`config.mk`:
```
export PLATFORM = sky130hd
export DESIGN_NAME = cube_map_face_uv_select_core
export DESIGN_NICKNAME = d
export VERILOG_FILES = /design/src/hw/rtl/cmfuv_pkg.sv /design/src/hw/rtl/cmfuv_div.sv /design/src/hw/rtl/cube_map_face_uv_select_core.sv
export SDC_FILE = /design/constraint.sdc
export NUM_CORES = 2
export LEC_CHECK = 0
export BUFFER_PORTS_ARGS = -buffer_cell sky130_fd_sc_hd__buf_2
export CORE_UTILIZATION = 69
export DETAILED_ROUTE_END_ITERATION = 6
export PLACE_DENSITY = 0.83
export SLEW_MARGIN = 20
export SYNTH_ARGS = -nofsm -noshare
export SYNTH_HDL_FRONTEND = slang
export SYNTH_SLANG_ARGS = --single-unit
```
`constraint.sdc`:
```
create_clock -name i_clk -period 15.7 [get_ports i_clk]
set_input_delay 2.355 -clock i_clk [delete_from_list [all_inputs] [get_ports i_clk]]
set_output_delay 2.355 -clock i_clk [all_outputs]
set_load 0.02 [all_outputs]
```
`src/hw/rtl/cmfuv_pkg.sv`:
```
// ----------------------------------------------------------------------------
// cmfuv_pkg: shared types and constants for cube map face / uv select
// Widths, face codes and divider pipeline shape.
// ----------------------------------------------------------------------------
package cmfuv_pkg;

    localparam int COMP_BITS     = 16;                        // direction component width
    localparam int UV_BITS       = 16;                        // uv fraction bits
    localparam int DIV_STEP_BITS = 2;                         // quotient bits per stage
    localparam int DIV_STAGES    = UV_BITS / DIV_STEP_BITS;   // divider pipeline depth
    localparam int NUM_W         = COMP_BITS + 1;             // s + ma and 2 * ma
    localparam int REM_W         = COMP_BITS + 2;             // shifted partial remainder

    typedef enum logic [2:0] {
        FACE_TOP    = 3'd0,
        FACE_BOTTOM = 3'd1,
        FACE_LEFT   = 3'd2,
        FACE_RIGHT  = 3'd3,
        FACE_FRONT  = 3'd4,
        FACE_BACK   = 3'd5
    } t_face;

    typedef logic [NUM_W-1:0]   t_num;
    typedef logic [UV_BITS-1:0] t_uv;

endpackage

```
`src/hw/rtl/cmfuv_div.sv`:
```
// ----------------------------------------------------------------------------
// cmfuv_div: pipelined restoring divider
// Quotient of num * 2^UV_BITS / den for num < den, DIV_STEP_BITS bits a stage.
// ----------------------------------------------------------------------------
module cmfuv_div import cmfuv_pkg::*; (
    input  logic i_clk,
    input  t_num i_num,
    input  t_num i_den,
    output t_uv  o_quo
);

    logic [REM_W-1:0] r_rem [DIV_STAGES];
    t_num             r_den [DIV_STAGES];
    t_uv              r_quo [DIV_STAGES];

    for (genvar g = 0; g < DIV_STAGES; g++) begin : g_stage
        logic [REM_W-1:0] w_rem_in;
        t_num             w_den_in;
        t_uv              w_quo_in;
        logic [REM_W-1:0] n_rem;
        t_uv              n_quo;

        if (g == 0) begin : g_first
            assign w_rem_in = {1'b0, i_num};
            assign w_den_in = i_den;
            assign w_quo_in = '0;
        end else begin : g_next
            assign w_rem_in = r_rem[g-1];
            assign w_den_in = r_den[g-1];
            assign w_quo_in = r_quo[g-1];
        end

        always_comb begin
            logic [REM_W-1:0] v_sh;
            n_rem = w_rem_in;
            n_quo = w_quo_in;
            for (int k = 0; k < DIV_STEP_BITS; k++) begin
                v_sh = {n_rem[REM_W-2:0], 1'b0};
                if (v_sh >= {1'b0, w_den_in}) begin
                    n_rem = v_sh - {1'b0, w_den_in};
                    n_quo = {n_quo[UV_BITS-2:0], 1'b1};
                end else begin
                    n_rem = v_sh;
                    n_quo = {n_quo[UV_BITS-2:0], 1'b0};
                end
            end
        end

        always_ff @(posedge i_clk) begin
            r_rem[g] <= n_rem;
            r_den[g] <= w_den_in;
            r_quo[g] <= n_quo;
        end
    end

    assign o_quo = r_quo[DIV_STAGES-1];

endmodule

```
`src/hw/rtl/cube_map_face_uv_select_core.sv`:
```
// ----------------------------------------------------------------------------
// cube_map_face_uv_select_core: cube face and face uv from a direction
// Picks the major axis face, then u = (s/ma+1)/2, v = (t/ma+1)/2 in Q0.16.
// ----------------------------------------------------------------------------
//  channel  | handshake                 | word
//  ---------+---------------------------+------------------------------------
//  input    | start, busy (in on !busy) | i_dir_x, i_dir_y, i_dir_z
//  result   | o_valid strobe, one cycle | o_face, o_coord_u, o_coord_v,
//           |                           | o_degenerate
//
//  One word per clock. A word taken passes stage A, stage B, the DIV_STAGES
//  divider stages and the output register, then shows on the result ports
//  for one cycle; the depth is set by the two long-division lanes at 2
//  quotient bits per stage. Synchronous active-low reset empties the pipe;
//  busy is high during reset and until the run flag sets, then stays low:
//  nothing downstream can stall, so the pipe always advances.
// ----------------------------------------------------------------------------
module cube_map_face_uv_select_core import cmfuv_pkg::*; (
    input  logic                        i_clk,
    input  logic                        i_rst_n,
    input  logic                        start,
    output logic                        busy,
    input  logic signed [COMP_BITS-1:0] i_dir_x,
    input  logic signed [COMP_BITS-1:0] i_dir_y,
    input  logic signed [COMP_BITS-1:0] i_dir_z,
    output logic                        o_valid,
    output logic [2:0]                  o_face,
    output logic [UV_BITS-1:0]          o_coord_u,
    output logic [UV_BITS-1:0]          o_coord_v,
    output logic                        o_degenerate
);

    localparam int LATENCY = DIV_STAGES + 3;   // accept edge to strobe sample

    // ---------------- run flag: busy in and right after reset only ----------
    logic r_run;
    always_ff @(posedge i_clk) begin
        if (!i_rst_n) begin
            r_run <= 1'b0;
        end else begin
            r_run <= 1'b1;
        end
    end
    assign busy = !r_run;

    // ---------------- stage A: magnitudes, major axis, s/t select ----------
    logic [COMP_BITS-1:0]    w_ax, w_ay, w_az;
    logic signed [NUM_W-1:0] w_xe, w_ye, w_ze;
    logic [COMP_BITS-1:0]    n_a_ma;
    logic signed [NUM_W-1:0] n_a_s, n_a_t;
    t_face                   n_a_face;

    assign w_ax = i_dir_x[COMP_BITS-1] ? COMP_BITS'(-i_dir_x) : COMP_BITS'(i_dir_x);
    assign w_ay = i_dir_y[COMP_BITS-1] ? COMP_BITS'(-i_dir_y) : COMP_BITS'(i_dir_y);
    assign w_az = i_dir_z[COMP_BITS-1] ? COMP_BITS'(-i_dir_z) : COMP_BITS'(i_dir_z);
    assign w_xe = {i_dir_x[COMP_BITS-1], i_dir_x};
    assign w_ye = {i_dir_y[COMP_BITS-1], i_dir_y};
    assign w_ze = {i_dir_z[COMP_BITS-1], i_dir_z};

    always_comb begin
        // ties favor X, then Y
        priority if (w_ax >= w_ay && w_ax >= w_az) begin
            n_a_ma = w_ax;
            n_a_t  = w_ye;
            if (!i_dir_x[COMP_BITS-1] && i_dir_x != '0) begin
                n_a_face = FACE_RIGHT;
                n_a_s    = w_ze;
            end else begin
                n_a_face = FACE_LEFT;
                n_a_s    = -w_ze;
            end
        end else if (w_ay >= w_az) begin
            n_a_ma = w_ay;
            n_a_s  = w_xe;
            if (!i_dir_y[COMP_BITS-1] && i_dir_y != '0) begin
                n_a_face = FACE_TOP;
                n_a_t    = w_ze;
            end else begin
                n_a_face = FACE_BOTTOM;
                n_a_t    = -w_ze;
            end
        end else begin
            n_a_ma = w_az;
            n_a_t  = w_ye;
            if (!i_dir_z[COMP_BITS-1] && i_dir_z != '0) begin
                n_a_face = FACE_BACK;
                n_a_s    = -w_xe;
            end else begin
                n_a_face = FACE_FRONT;
                n_a_s    = w_xe;
            end
        end
    end

    logic                    r_a_valid;
    logic [COMP_BITS-1:0]    r_a_ma;
    logic signed [NUM_W-1:0] r_a_s, r_a_t;
    t_face                   r_a_face;

    always_ff @(posedge i_clk) begin
        if (!i_rst_n) begin
            r_a_valid <= 1'b0;
        end else begin
            r_a_valid <= start && !busy;
        end
        r_a_ma   <= n_a_ma;
        r_a_s    <= n_a_s;
        r_a_t    <= n_a_t;
        r_a_face <= n_a_face;
    end

    // ---------------- stage B: numerators, divisor, full-scale flags -------
    t_num n_b_num_u, n_b_num_v, n_b_den;

    assign n_b_num_u = r_a_s + $signed({1'b0, r_a_ma});   // in [0, 2*ma]
    assign n_b_num_v = r_a_t + $signed({1'b0, r_a_ma});
    assign n_b_den   = {r_a_ma, 1'b0};

    logic  r_b_valid, r_b_degen, r_b_sat_u, r_b_sat_v;
    t_num  r_b_num_u, r_b_num_v, r_b_den;
    t_face r_b_face;

    always_ff @(posedge i_clk) begin
        if (!i_rst_n) begin
            r_b_valid <= 1'b0;
        end else begin
            r_b_valid <= r_a_valid;
        end
        r_b_num_u <= n_b_num_u;
        r_b_num_v <= n_b_num_v;
        r_b_den   <= n_b_den;
        r_b_sat_u <= (n_b_num_u == n_b_den);   // s == ma: quotient is 2^UV_BITS
        r_b_sat_v <= (n_b_num_v == n_b_den);
        r_b_degen <= (r_a_ma == '0);
        r_b_face  <= r_a_face;
    end

    // ---------------- divider lanes (zero divisor gives junk, masked) ------
    t_uv w_quo_u, w_quo_v;

    cmfuv_div u_div_u (
        .i_clk (i_clk),
        .i_num (r_b_num_u),
        .i_den (r_b_den),
        .o_quo (w_quo_u)
    );

    cmfuv_div u_div_v (
        .i_clk (i_clk),
        .i_num (r_b_num_v),
        .i_den (r_b_den),
        .o_quo (w_quo_v)
    );

    // ---------------- sideband delay line, aligned with the dividers -------
    logic  r_d_valid [DIV_STAGES];
    logic  r_d_degen [DIV_STAGES];
    logic  r_d_sat_u [DIV_STAGES];
    logic  r_d_sat_v [DIV_STAGES];
    t_face r_d_face  [DIV_STAGES];

    for (genvar g = 0; g < DIV_STAGES; g++) begin : g_side
        logic  w_valid, w_degen, w_sat_u, w_sat_v;
        t_face w_face;

        if (g == 0) begin : g_first
            assign w_valid = r_b_valid;
            assign w_degen = r_b_degen;
            assign w_sat_u = r_b_sat_u;
            assign w_sat_v = r_b_sat_v;
            assign w_face  = r_b_face;
        end else begin : g_next
            assign w_valid = r_d_valid[g-1];
            assign w_degen = r_d_degen[g-1];
            assign w_sat_u = r_d_sat_u[g-1];
            assign w_sat_v = r_d_sat_v[g-1];
            assign w_face  = r_d_face[g-1];
        end

        always_ff @(posedge i_clk) begin
            if (!i_rst_n) begin
                r_d_valid[g] <= 1'b0;
            end else begin
                r_d_valid[g] <= w_valid;
            end
            r_d_degen[g] <= w_degen;
            r_d_sat_u[g] <= w_sat_u;
            r_d_sat_v[g] <= w_sat_v;
            r_d_face[g]  <= w_face;
        end
    end

    // ---------------- output register: saturate, zero-vector override ------
    logic  r_o_valid, r_o_degen;
    t_uv   r_o_u, r_o_v;
    t_face r_o_face;
    t_uv   n_o_u, n_o_v;
    t_face n_o_face;
    logic  w_last_degen;

    assign w_last_degen = r_d_degen[DIV_STAGES-1];

    always_comb begin
        n_o_face = r_d_face[DIV_STAGES-1];
        n_o_u    = r_d_sat_u[DIV_STAGES-1] ? '1 : w_quo_u;
        n_o_v    = r_d_sat_v[DIV_STAGES-1] ? '1 : w_quo_v;
        if (w_last_degen) begin
            n_o_face = FACE_TOP;
            n_o_u    = '0;
            n_o_v    = '0;
        end
    end

    always_ff @(posedge i_clk) begin
        if (!i_rst_n) begin
            r_o_valid <= 1'b0;
        end else begin
            r_o_valid <= r_d_valid[DIV_STAGES-1];
        end
        r_o_degen <= w_last_degen;
        r_o_u     <= n_o_u;
        r_o_v     <= n_o_v;
        r_o_face  <= n_o_face;
    end

    assign o_valid      = r_o_valid;
    assign o_face       = r_o_face;
    assign o_coord_u    = r_o_u;
    assign o_coord_v    = r_o_v;
    assign o_degenerate = r_o_degen;

    // ---------------- checks ------------------------------------------------
    // every strobe traces back to an accepted word a fixed depth earlier
    a_strobe_has_source: assert property (@(posedge i_clk) disable iff (!i_rst_n)
        o_valid |-> $past(start && !busy, LATENCY))
        else $error("result strobe without matching accepted word");

    // zero vector leaves face top and zero coordinates
    a_degen_clean: assert property (@(posedge i_clk) disable iff (!i_rst_n)
        o_valid && o_degenerate |-> o_face == FACE_TOP && o_coord_u == '0
                                    && o_coord_v == '0)
        else $error("degenerate result with nonzero face or coordinates");

    // once out of reset the pipe never refuses a word
    a_never_busy: assert property (@(posedge i_clk) disable iff (!i_rst_n)
        $past(i_rst_n) |-> !busy)
        else $error("busy raised after reset");

    // a full-scale u lane forces all ones unless the vector is zero
    a_sat_ones: assert property (@(posedge i_clk) disable iff (!i_rst_n)
        $past(r_d_sat_u[DIV_STAGES-1] && !w_last_degen) |-> r_o_u == '1)
        else $error("full-scale u not saturated");

endmodule

```
==> run_results.csv <==
group,metric,value,unit
worst_setup_path,worstSetupPathType,"reg -> reg",
global_route,grt_overflow,0,
route,drc,1,
logic_synthesis,syn_inst,5358,
worst_setup_path,cp-end-kind,"flop",
route,num_vias,40591,
cts,cts-root-buf,"clkbuf_16",
sta,tns,0,ns
floorplanning,rows,95,
final_layout,layout.nets,6091,
cts,cts_tree,"done",
cts,cts_setup_buffers,0,
floorplanning,start_util,0.699,
logic_synthesis,synth_top_area_share,0.291,
final_layout,drive_gt1_frac,0.109,
logic_synthesis,syn_area,0.0471,mm²
min_path,hp-class,"reg -> reg",
sta,finalCritPeriodShare,0.432,
logic_synthesis,synthArstFlopShare,0,
logic_synthesis,synth_edf_count,0,
worst_setup_path,arrival,7.28,ns
floorplanning,fp.coreArea,0.0674,mm²
final_layout,design_area,0.0510,mm²
logic_synthesis,synth_top_area_cell,"dfxtp_1",
final_layout,nFillCells,4946,
cts,clockBufferDepth,3,
cts,cts.sinks,685,
place,pre_cts_slack,8.67,ns
sta,hold_viol,0,
cts,path_clk_slew,0.07,ns
cts,cts_buffers,73,
cts,htreeDepth,3,
route,postRouteAntennaNets,0,
logic_synthesis,ys_ff_latch,685,
global_route,grt.total_usage,0.357,
place,io_buffers,88,
place,gp_congestion,0.994,
sta,fin_skew,0.0307,ns
sta,setup_viol,0,
global_route,grt_max_degree,56,
logic_synthesis,synth_area_leaders,"dfxtp_1, ha_1, mux2_2, xnor2_1, a21oi_1",
floorplanning,ioPinCount,89,
global_route,grt_pass1_vias,38383,
route,wirelength,128000,µm
logic_synthesis,syn_nets,6014,
final_layout,mostFrequentLayoutCells,"dfxtp_1, ha_1, nor2_1",
final_layout,final_common_cell,"dfxtp_1",
floorplanning,dieHeight,263,µm
route,dr.pass1.iters,7,
outcome,status,"finished with violations",
floorplanning,die_w,263,µm
logic_synthesis,synth_warnings,0,
sta,tightest_slew,1.03,ns
final_layout,diodes,0,
worst_setup_path,critPathRequiredTime,16.19,ns
sta,report.final.slew_viol_count,0,
logic_synthesis,synthFlopType,"dfxtp_1",
sta,relSlewSlack,0.313,
final_layout,syn2layout_area_growth,8.17,%
logic_synthesis,avgSynthCellArea,8.79,µm²
place,dp_hpwl,97600,µm
sta,timing.fmax,147,MHz
flow_run,maxCapViolations,0,
place,postPlaceCellArea,0.0484,mm²
cts,postCtsHoldBufs,0,
logic_synthesis,synth_cell_types,94,
outcome,failed_checks,"design-rule violations",
worst_setup_path,path_max_fanout,21,
route,drt_iter0_markers,3759,
cts,post_cts_resized,0,
route,wl_per_cell,20.1,µm
sta,rsz0062_at_grt,"no",
sta,setup_ws,8.91,ns
global_route,grt_antenna_before_repair,1,
logic_synthesis,ys_seq_area_frac,0.291,
worst_setup_path,critPathLaunchType,"flop",
cts,clk_latency,0.63,ns
sta,min_period,6.79,ns
floorplanning,design.die.area,0.0693,mm²
global_route,grt_pass1_wl,200000,µm
route,via_per_inst,6.38,
-- final cells by class --
cell class	count	area (µm²)	area share
clock inverters	39	473	0.00928
flip-flops and latches	685	13700	0.269
multi-input cells	4290	32000	0.627
inverters	277	1040	0.0204
repair buffers	108	591	0.0116
clock buffers	94	2080	0.0408
well taps	873	1090	0.0214
-- worst max-delay path, stage by stage, from the launching register on --
cell and delay (ns):
dfxtp_1 0.37, inv_1 0.17, ha_1 0.34, nor2b_1 0.16, o31ai_1 0.12, nor3b_1 0.18
o31ai_1 0.55, a31o_2 0.30, o22a_1 0.70, mux2_2 0.44, ha_1 0.36, o21a_1 0.20
o31a_1 0.13, o311ai_1 0.43, nand3_1 0.12, a21oi_1 0.32, nor2_1 0.15, o41ai_1 0.57
o211a_1 0.64, mux2_2 0.40
-- cells by family (layout without fill, tap and decap cells) --
group | after synthesis | count (layout) | synth area share
compound gates | 1431 | 1431 | 0.197
xor+xnor | 493 | 493 | 0.0919
fa+ha+maj | 605 | 605 | 0.164
buf+inv | 383 | 518 | 0.0317
flops | 685 | 685 | 0.291
mux | 336 | 336 | 0.0794
simple gates | 1425 | 1425 | 0.145
-- routing by layer --
layer,vias up,share of wire,track usage
met2,1695,0.46,0.587
met5,-,0,0
li1,19555,-,-
met3,340,0.075,0.0471
met1,19001,0.43,0.472
met4,0,0.038,0.146
-- synthesized netlist by cell type, drive strengths merged, types with 62 or more instances --
master	count
xor2	179
ha	585
nor2b	71
a21o	161
o21ai	305
nand2b	62
inv	275
nor3	119
nand2	346
nand4	71
dfxtp	685
clkbuf	72
nand3	95
mux2	303
nor2	429
xnor2	313
o21a	110
a21oi	403
-- through the flow --
stage                     hold slack [ns]  utilization  cells
after floorplan                     0.310            -   5358
after global placement              0.310        0.718   6232
after detailed placement            0.312        0.718   6232
after CTS                           0.308        0.756   6365
after global routing                0.320        0.756   6366
final                               0.312        0.756   6366
-- final timing paths --
path,cells past startpoint,slack [ns],endpoint,start
hold reg to reg,0,0.31,u_div_u.r_quo[1][58]$_DFF_P_,u_div_u.r_quo[1][40]$_DFF_P_
hold / removal,0,0.31,u_div_u.r_quo[1][58]$_DFF_P_,u_div_u.r_quo[1][40]$_DFF_P_
setup reg to reg,19,8.91,u_div_u.r_rem[0][41]$_DFF_P_,u_div_v.r_den[0][19]$_DFF_P_
setup / recovery,19,8.91,u_div_u.r_rem[0][41]$_DFF_P_,u_div_v.r_den[0][19]$_DFF_P_
-- flip-flops by register name (all words and copies together), names as in the netlist, 16 cells and up --
| register | cells |
|---|---|
| u_div_u.r_quo | 72 |
| r_a_ma | 16 |
| o_coord_u | 16 |
| r_b_num_u | 17 |
| u_div_u.r_rem | 112 |
| u_div_v.r_quo | 72 |
| r_a_t | 17 |
| r_b_den | 16 |
| u_div_u.r_den | 19 |
| o_coord_v | 16 |
| r_d_face | 24 |
| r_a_s | 17 |
| r_b_num_v | 17 |
| u_div_v.r_den | 93 |
| u_div_v.r_rem | 112 |
Power is not shown: default switching activity piles up to over one toggle a cycle in this logic, so the estimate is an artifact.
